`src/hdl/dsmfd_pkg.sv`:
```
// ----------------------------------------------------------------------------
// dsmfd_pkg
// Shared types and constants for the DSM servo frame decoder.
// ----------------------------------------------------------------------------
package dsmfd_pkg;

	localparam int MAX_CHANNELS = 16;
	localparam int FRAME_BYTES  = 16;

	localparam int POS_W  = $clog2(FRAME_BYTES);
	localparam int CH_W   = (MAX_CHANNELS > 1) ? $clog2(MAX_CHANNELS) : 1;
	localparam int CHID_W = 6;

	localparam int CFG_IDX_W  = 2;
	localparam int CFG_DATA_W = 16;

	localparam logic [1:0] OP_BYTE = 2'd0;
	localparam logic [1:0] OP_TICK = 2'd1;
	localparam logic [1:0] OP_READ = 2'd2;

	localparam logic [CFG_IDX_W-1:0] CFG_DATA_FORMAT  = 2'd0;
	localparam logic [CFG_IDX_W-1:0] CFG_NUM_CHANNELS = 2'd1;
	localparam logic [CFG_IDX_W-1:0] CFG_TIMEOUT_MS   = 2'd2;

	localparam logic        FMT_DSMX         = 1'b0;
	localparam logic        FMT_DSM2         = 1'b1;
	localparam logic [4:0]  NUM_CH_RESET     = 5'd12;
	localparam logic [15:0] TIMEOUT_RESET    = 16'd1000;
	localparam logic [15:0] TICKS_SATURATED  = 16'hFFFF;

	typedef struct packed {
		logic [1:0] opcode;
		logic [7:0] byte_value;
		logic       frame_start;
		logic [3:0] channel_index;
	} item_t;

	typedef struct packed {
		logic [10:0] read_value;
		logic        link_ok;
		logic        frame_done;
	} result_t;

	typedef struct packed {
		logic        data_format;
		logic [4:0]  num_channels;
		logic [15:0] timeout_ms;
	} cfg_t;

endpackage

```
`src/hdl/dsmfd_decode.sv`:
```
// ----------------------------------------------------------------------------
// dsmfd_decode
// Frame state, channel store and link timer; one request per enabled cycle.
// ----------------------------------------------------------------------------
module dsmfd_decode import dsmfd_pkg::*; (
	input  logic    clk,
	input  logic    arst_n,
	input  logic    en,
	input  item_t   item,
	input  cfg_t    cfg,
	output result_t res
);

	logic [POS_W-1:0] pos_q;
	logic             in_frame_q;
	logic [7:0]       high_byte_q;
	logic             stop_q;
	logic [10:0]      store_q [MAX_CHANNELS];
	logic [15:0]      ticks_q;

	logic             is_byte;
	logic             eff_in;
	logic [POS_W-1:0] eff_pos;
	logic             eff_stop;
	logic             last;
	logic             paired;
	logic [15:0]      word;
	logic [CHID_W-1:0] chan;
	logic [10:0]      val;
	logic             out_of_range;
	logic             do_write;
	logic             stop_next;
	logic [15:0]      ticks_next;
	logic [10:0]      rd_val;

	assign is_byte  = (item.opcode == OP_BYTE);
	assign eff_in   = item.frame_start | in_frame_q;
	assign eff_pos  = item.frame_start ? '0 : pos_q;
	assign eff_stop = item.frame_start ? 1'b0 : stop_q;
	assign last     = (eff_pos == POS_W'(FRAME_BYTES - 1));
	assign paired   = (eff_pos >= POS_W'(2)) && eff_pos[0];
	assign word     = {high_byte_q, item.byte_value};

	always_comb begin
		if (cfg.data_format == FMT_DSMX) begin
			chan = {1'b0, word[15:11]};
			val  = word[10:0];
		end else begin
			chan = word[15:10];
			val  = {word[9:0], 1'b0};
		end
	end

	assign out_of_range = (chan >= {1'b0, cfg.num_channels}) ||
		(chan >= CHID_W'(MAX_CHANNELS));
	assign do_write  = is_byte && eff_in && paired && !eff_stop && !out_of_range;
	assign stop_next = eff_stop | (paired && !eff_stop && out_of_range);

	always_comb begin
		ticks_next = ticks_q;
		if (is_byte && eff_in && last)
			ticks_next = '0;
		else if (item.opcode == OP_TICK && ticks_q != TICKS_SATURATED)
			ticks_next = ticks_q + 16'd1;
	end

	always_comb begin
		rd_val = '0;
		if (({2'b00, item.channel_index} < CHID_W'(MAX_CHANNELS)))
			rd_val = store_q[CH_W'(item.channel_index)];
	end

	assign res.read_value = (item.opcode == OP_READ) ? rd_val : '0;
	assign res.link_ok    = (ticks_next != TICKS_SATURATED) && (ticks_next <= cfg.timeout_ms);
	assign res.frame_done = is_byte && eff_in && last;

	always_ff @(posedge clk or negedge arst_n) begin
		if (!arst_n) begin
			pos_q       <= '0;
			in_frame_q  <= 1'b0;
			high_byte_q <= '0;
			stop_q      <= 1'b0;
			ticks_q     <= TICKS_SATURATED;
			for (int i = 0; i < MAX_CHANNELS; i++)
				store_q[i] <= '0;
		end else if (en) begin
			ticks_q <= ticks_next;
			if (is_byte && eff_in) begin
				in_frame_q <= 1'b1;
				if (eff_pos >= POS_W'(2) && !eff_pos[0])
					high_byte_q <= item.byte_value;
				if (do_write)
					store_q[chan[CH_W-1:0]] <= val;
				if (last) begin
					pos_q  <= '0;
					stop_q <= 1'b0;
				end else begin
					pos_q  <= eff_pos + POS_W'(1);
					stop_q <= stop_next;
				end
			end
		end
	end

	a_done_on_byte: assert property (@(posedge clk) disable iff (!arst_n)
		en && res.frame_done |-> item.opcode == OP_BYTE)
		else $error("frame done without a byte");

	a_done_wraps: assert property (@(posedge clk) disable iff (!arst_n)
		en && res.frame_done |=> pos_q == '0 && ticks_q == '0 && !stop_q)
		else $error("frame end did not restart position and timer");

	a_read_only: assert property (@(posedge clk) disable iff (!arst_n)
		item.opcode != OP_READ |-> res.read_value == '0)
		else $error("read value on a non-read request");

	a_no_write_stopped: assert property (@(posedge clk) disable iff (!arst_n)
		do_write |-> !eff_stop && eff_in)
		else $error("store written in a stopped frame");

endmodule

```
`src/hdl/dsm_servo_frame_decoder.sv`:
```
// ----------------------------------------------------------------------------
// dsm_servo_frame_decoder
// DSMX / DSM2 satellite frame decoder with channel store and link timer.
// ----------------------------------------------------------------------------
//  channel | signals                                  | direction
//  --------+------------------------------------------+----------
//  item    | item_valid, item_stall, item (item_t)    | in
//  result  | result_valid, result_stall, result       | out
//  config  | cfg_we, cfg_index, cfg_data              | in
//
//  Every request gives one result, held first in the input register and then
//  in the result register around the single decode step; one request per
//  cycle is sustained while result_stall is low.
//  Reset clears frame state and the 16-entry channel store, and marks the
//  link lost. item_stall rises only while a result waits and result_stall
//  is high.
// ----------------------------------------------------------------------------
module dsm_servo_frame_decoder import dsmfd_pkg::*; (
	input  logic                  clk,
	input  logic                  arst_n,
	input  logic                  item_valid,
	output logic                  item_stall,
	input  item_t                 item,
	output logic                  result_valid,
	input  logic                  result_stall,
	output result_t               result,
	input  logic                  cfg_we,
	input  logic [CFG_IDX_W-1:0]  cfg_index,
	input  logic [CFG_DATA_W-1:0] cfg_data
);

	cfg_t    cfg_q;
	item_t   item_s1;
	logic    valid_s1;
	result_t result_q;
	logic    result_valid_q;
	result_t dec_res;
	logic    adv;

	assign adv          = !result_valid_q || !result_stall;
	assign item_stall   = valid_s1 && !adv;
	assign result_valid = result_valid_q;
	assign result       = result_q;

	always_ff @(posedge clk or negedge arst_n) begin
		if (!arst_n) begin
			cfg_q.data_format  <= FMT_DSMX;
			cfg_q.num_channels <= NUM_CH_RESET;
			cfg_q.timeout_ms   <= TIMEOUT_RESET;
		end else if (cfg_we) begin
			unique case (cfg_index)
				CFG_DATA_FORMAT:  cfg_q.data_format  <= cfg_data[0];
				CFG_NUM_CHANNELS: cfg_q.num_channels <= cfg_data[4:0];
				CFG_TIMEOUT_MS:   cfg_q.timeout_ms   <= cfg_data[15:0];
				default: ;
			endcase
		end
	end

	always_ff @(posedge clk or negedge arst_n) begin
		if (!arst_n) begin
			valid_s1 <= 1'b0;
		end else if (item_valid && !item_stall) begin
			valid_s1 <= 1'b1;
		end else if (adv) begin
			valid_s1 <= 1'b0;
		end
	end

	always_ff @(posedge clk) begin
		if (item_valid && !item_stall)
			item_s1 <= item;
	end

	dsmfd_decode u_decode (
		.clk    (clk),
		.arst_n (arst_n),
		.en     (valid_s1 && adv),
		.item   (item_s1),
		.cfg    (cfg_q),
		.res    (dec_res)
	);

	always_ff @(posedge clk or negedge arst_n) begin
		if (!arst_n) begin
			result_valid_q <= 1'b0;
		end else if (adv) begin
			result_valid_q <= valid_s1;
		end
	end

	always_ff @(posedge clk) begin
		if (adv && valid_s1)
			result_q <= dec_res;
	end

endmodule

```
`config.mk`:
```
export PLATFORM = sky130hd
export DESIGN_NAME = dsm_servo_frame_decoder
export DESIGN_NICKNAME = d
export VERILOG_FILES = /design/src/hdl/dsmfd_pkg.sv /design/src/hdl/dsmfd_decode.sv /design/src/hdl/dsm_servo_frame_decoder.sv
export SDC_FILE = /design/constraint.sdc
export NUM_CORES = 1
export LEC_CHECK = 0
export ABC_AREA = 1
export BUFFER_PORTS_ARGS = -buffer_cell sky130_fd_sc_hd__clkbuf_2
export CAP_MARGIN = 20
export CORE_AREA = 4 4 168 170
export CTS_CLUSTER_DIAMETER = 40
export DETAILED_ROUTE_END_ITERATION = 10
export DIE_AREA = 0 0 172 174
export PLACE_DENSITY = 0.66
export SETUP_SLACK_MARGIN = 0.05
export SYNTH_ARGS = -nofsm -noshare
export SYNTH_HDL_FRONTEND = slang
export SYNTH_SLANG_ARGS = --single-unit
```
`constraint.sdc`:
```
create_clock -name clk -period 3.4 [get_ports clk]
set_input_delay 0.51 -clock clk [delete_from_list [all_inputs] [get_ports clk]]
set_output_delay 0.51 -clock clk [all_outputs]
set_load 0.02 [all_outputs]
```
* Word-level counts from Yosys, hierarchy flattened
Index checks and enable logic that the tools add are counted.
Word-level totals: bits in registers 258, bits of input ports 38
Cells by class: add/sub/neg operators 2, order comparisons 7, eq/ne operators 7, multiplexer cells 16, bitwise gates (word level) 4, reductions and logical operators 33
Operators by type and width (number):
- $bwmux W176 | 1
- $bmux W11 S4 | 1
- $demux W11 S4 | 1
- $mux W11 | 4
- $mux W16 | 2
- $ne A16 B16 Y1 const B | 2
- $add A16 B1 Y16 const B | 1
- $le A16 B16 Y1 | 1
- $logic_and A1 B1 Y1 | 15
- $ge A5 B5 Y1 const B | 2
- $not A4 Y5 | 2
- $mux W4 | 2
- $reduce_and A2 Y1 | 4
- $logic_not A1 Y1 | 7
- $ge A6 B5 Y1 | 1
- $ge A6 B5 Y1 const B | 1
- $mux W6 | 1
- $reduce_and A3 Y1 | 2
- $lt A5 B1 Y1 const B | 1
- $add A4 B1 Y4 const B | 1
- $eq A2 B1 Y1 const B | 2
- $eq A2 B2 Y1 const B | 2
- $eq A4 B4 Y1 const B | 1
- $ge A4 B2 Y1 const B | 1
- 5 further kinds | 11

* Longest topological paths before layout
word-level depth 7, mapped depth 20

* By module
Synthesis repeated with hierarchy kept, for this count alone.
Unflattened totals: cell total of the unflattened synthesis 1677, area total of the unflattened synthesis 13222.7 um^2
By module, submodules not included:
- dsmfd_decode | instances 1, cells an instance 1534, area an instance 11298.3 um^2, seq. area each 5175.0 um^2
- dsm_servo_frame_decoder | instances 1, cells an instance 143, area an instance 1924.3 um^2, seq. area each 1451.4 um^2

* Worst setup path after synthesis
Ideal clock, no wire load.
kind reg2reg, start register item_s1[4] (netlist bit), end register result_q (netlist bit result[1]) (data pin), library setup time 0.255 ns, arrival 2.544 ns, data required time 3.145 ns, path slack 0.601 ns, stages on the path, launching flop included 15, period minus slack after synthesis 2.799 ns, cells stage by stage edfxtp_1 -> nor2_1 -> ha_1 -> nand2_1 -> nor2_1 -> nand2_1 -> clkbuf_1 -> inv_1 -> a21oi_1 -> ha_1 -> nand2_1 -> nor4_1 -> nand2_1 -> a21oi_1 -> nor2_1
RTL lines:
- from (decl) | line dsm_servo_frame_decoder.sv:33 | item_t item_s1;
- from (signal assigned) | line dsm_servo_frame_decoder.sv:72 | item_s1 <= item;
- to (signal assigned) | line dsm_servo_frame_decoder.sv:94 | result_q <= dec_res;
- to (decl) | line dsm_servo_frame_decoder.sv:35 | result_t result_q;

==> flow_summary.ini <==
[timing]
fmax_mhz = 313
finalCriticalPeriod_ns = 3.20
fin_skew_ns = 0.0260
tns_ns = 0
tightest_slew_ns = 0.938
rsz0062_at_grt = false
slew_violations = 0
final_hold_viol_count = 2
whs_ns = -0.00704
min_period_over_period = 0.940
setup_violations = 0
maxSlewHeadroom = 0.375

[routing]
dr.pass1.iters = 6
routed_via_density = 5.70
avgRoutedWirePerCell_um = 18.2
wl_mm = 37.4
drc = 0
ant_nets = 0
dr_total_vias = 11700
drtIter0Drc = 1167

[setup_path]
r2r_start = u_decode.ticks_q[0]
crit_path_start_kind = flop
arrival_ns = 3.58
worstSetupPathType = flop to flop
path_max_fanout = 7
reg2reg_to = result[1]
worst-r2r-setup-slack_ns = 0.20
end_kind = flop
cp.required_ns = 3.79
reg2reg_depth = 15

[place]
dp_hpwl_mm = 24.0
io_buffers = 52
place_congestion = 0.858
dp_cells = 1975

[logic_synthesis]
ys.flop_type = dfrtp_1
synth_seq_cells = 258
synth_area_leader_cell = dfrtp_1
syn-num-nets = 1711
synth_top_area_frac = 0.390
avgSynthCellArea_um2 = 8.01
synth_area_leaders = dfrtp_1 (39%), nand2_1 (14%), nand4_1 (6.8%)
async_reset_ff_frac = 0.891
netlist_instances = 1649
synth.distinct_cells = 40
syn-cell-area_um2 = 13200
synth-edff-count = 28
yosysSeqAreaShare = 0.502
yosys_warnings = 0

[clocking]
cts.hold.buffers_added = 0
cts_tree = built
cts_buffers = 41
path_clk_slew_ns = 0.06
insertion_delay_ns = 0.53
cts_root_buffer = clkbuf_16
cts.path.max_buffers = 3
htree_levels = 2
cts_setup_buffers = 0
clkSinkCount = 258

[power_and_ir_drop]
p_total_mw = 9.68
pwr-share-comb = 0.199
swShare = 0.321
leakagePower_nw = 7.55
pwr-share-seq = 0.365
p_per_area_nw_per_um2 = 632
clockPowerShare = 0.436
p_sw_mw = 3.11
p_int_mw = 6.57
ir_worst_vdd_v = 0.000450

[finish]
final_cell_mix = nand2_1 (489), dfrtp_1 (206), nor2_1 (157), o21ai_0 (157), nand4_1 (143)
diodes = 0
finalNonFillerCells = 2052
syn_to_final_growth_pct = 16.0
drive_gt1_frac = 0.144
layout_commonest_cell = nand2_1
fin_nets = 1740
post-route-util = 0.573

[floorplan]
core_area_um2 = 26700
io_pins = 53
num_rows = 60
die_y_um = 174
die_area_um2 = 29900
initial_core_util = 0.494
die_w_um = 172

[flow_run]
drv_cap = 0

[worst_hold_path]
hp-class = input pin to async pin

[grt]
grt_pass1_wl_mm = 60.6
grt_pass1_vias = 11400
met1_usage = 0.356
grt_max_degree = 114
overflow = 0
antenna_found_initial = 0
use_met2 = 0.390
grt_util_all_layers = 0.251
use_met3 = 0.0466
busiest_layer = met2

[run_status]
status = finished, violations left
violations = hold timing
## layout make-up
class | count | area (um^2)
Clock buffer | 52 | 1170
Clock inverter | 24 | 243
Fill cell | 2456 | 11400
Inverter | 101 | 379
Multi-Input combinational cell | 1170 | 5760
Sequential cell | 258 | 6630
Tap cell | 341 | 427
Timing Repair Buffer | 106 | 721
## cell usage after synthesis (15+ instances only)
master,instances
edfxtp_1,28
ha_1,24
dfstp_2,24
nand4_1,143
o21ai_0,163
dfrtp_1,206
nand2_1,489
o211ai_1,17
clkbuf_1,72
o22ai_1,15
buf_2,35
o221ai_1,29
nand3_1,45
a21oi_1,39
inv_1,95
nor2_1,166
## power groups by stage
stage | sequential [mW] | combinational [mW] | clock [mW]
2_1_floorplan | 3.55 | 1.18 | 0
3_3_place_gp | 3.58 | 1.84 | 0
3_5_place_dp | 3.58 | 1.87 | 0
4_1_cts | 3.53 | 1.88 | 4.29
5_1_grt | 3.56 | 2.14 | 4.44
6_report | 3.54 | 1.93 | 4.22
## critical path, cell delays in order (launching register included)
cell     delay, ns
dfstp_2       0.58
ha_1          0.19
nand3_1       0.17
nor2_2        0.22
nand2_1       0.11
nand2_1       0.19
nand2_1       0.10
a21oi_1       0.31
ha_1          0.17
nand2_1       0.09
nor4_2        0.33
buf_4         0.17
inv_1         0.04
nor4_1        0.19
a21oi_1       0.07
nor2_1        0.13
## state kept, by name, indices dropped and copies added, names as in the netlist
| signal | count |
|---|---|
| u_decode.ticks_q | 16 |
| cfg_q | 22 |
| item_s1 | 15 |
| u_decode.store_q | 176 |
| u_decode.pos_q | 4 |
| result | 13 |
| valid_s1 | 1 |
| u_decode.in_frame_q | 1 |
| u_decode.high_byte_q | 8 |
| result_valid | 1 |
| u_decode.stop_q | 1 |
## how the worst max path moves through the flow
stage / start / end / cells past startpoint
CTS: u_decode.ticks_q[0] / result[1] / 18
global route: u_decode.ticks_q[0] / result[1] / 15
floorplan: item_s1[4] / result[1] / 14
finish: u_decode.ticks_q[0] / result[1] / 15
global placement: u_decode.ticks_q[0] / result[1] / 18
detailed placement: u_decode.ticks_q[0] / result[1] / 18
## routing by layer
metal  vias to the layer above  wire length, um
met4                         0              989
met5                         -                0
met2                       467            17100
met1                      5519            16600
met3                        81             2730
li1                       5628                -
## through the flow
step	hold slack [ns]	area, um^2	worst slack [ns]
global route	0.0657	15300	0.00972
floorplan	0.214	13200	0.601
global placement	0.448	13800	0.101
finish	-0.00704	15300	0.204
CTS	0.0810	15200	0.0673
detailed placement	0.453	13800	0.0979
## repair_timing
action,4_1_cts,5_1_grt
hold endpoints to repair,0,0
resized for setup,0,19
setup endpoints to repair,0,124
## kinds of logic after synthesis
kind of cell    after synthesis  share of synthesized area
compound gates              279                      0.120
xor+xnor                      1                   0.000663
fa+ha+maj                    24                     0.0227
buf+inv                     221                     0.0701
flops                       258                      0.502
simple gates                866                      0.285
Power figures use the tool's default switching activity.
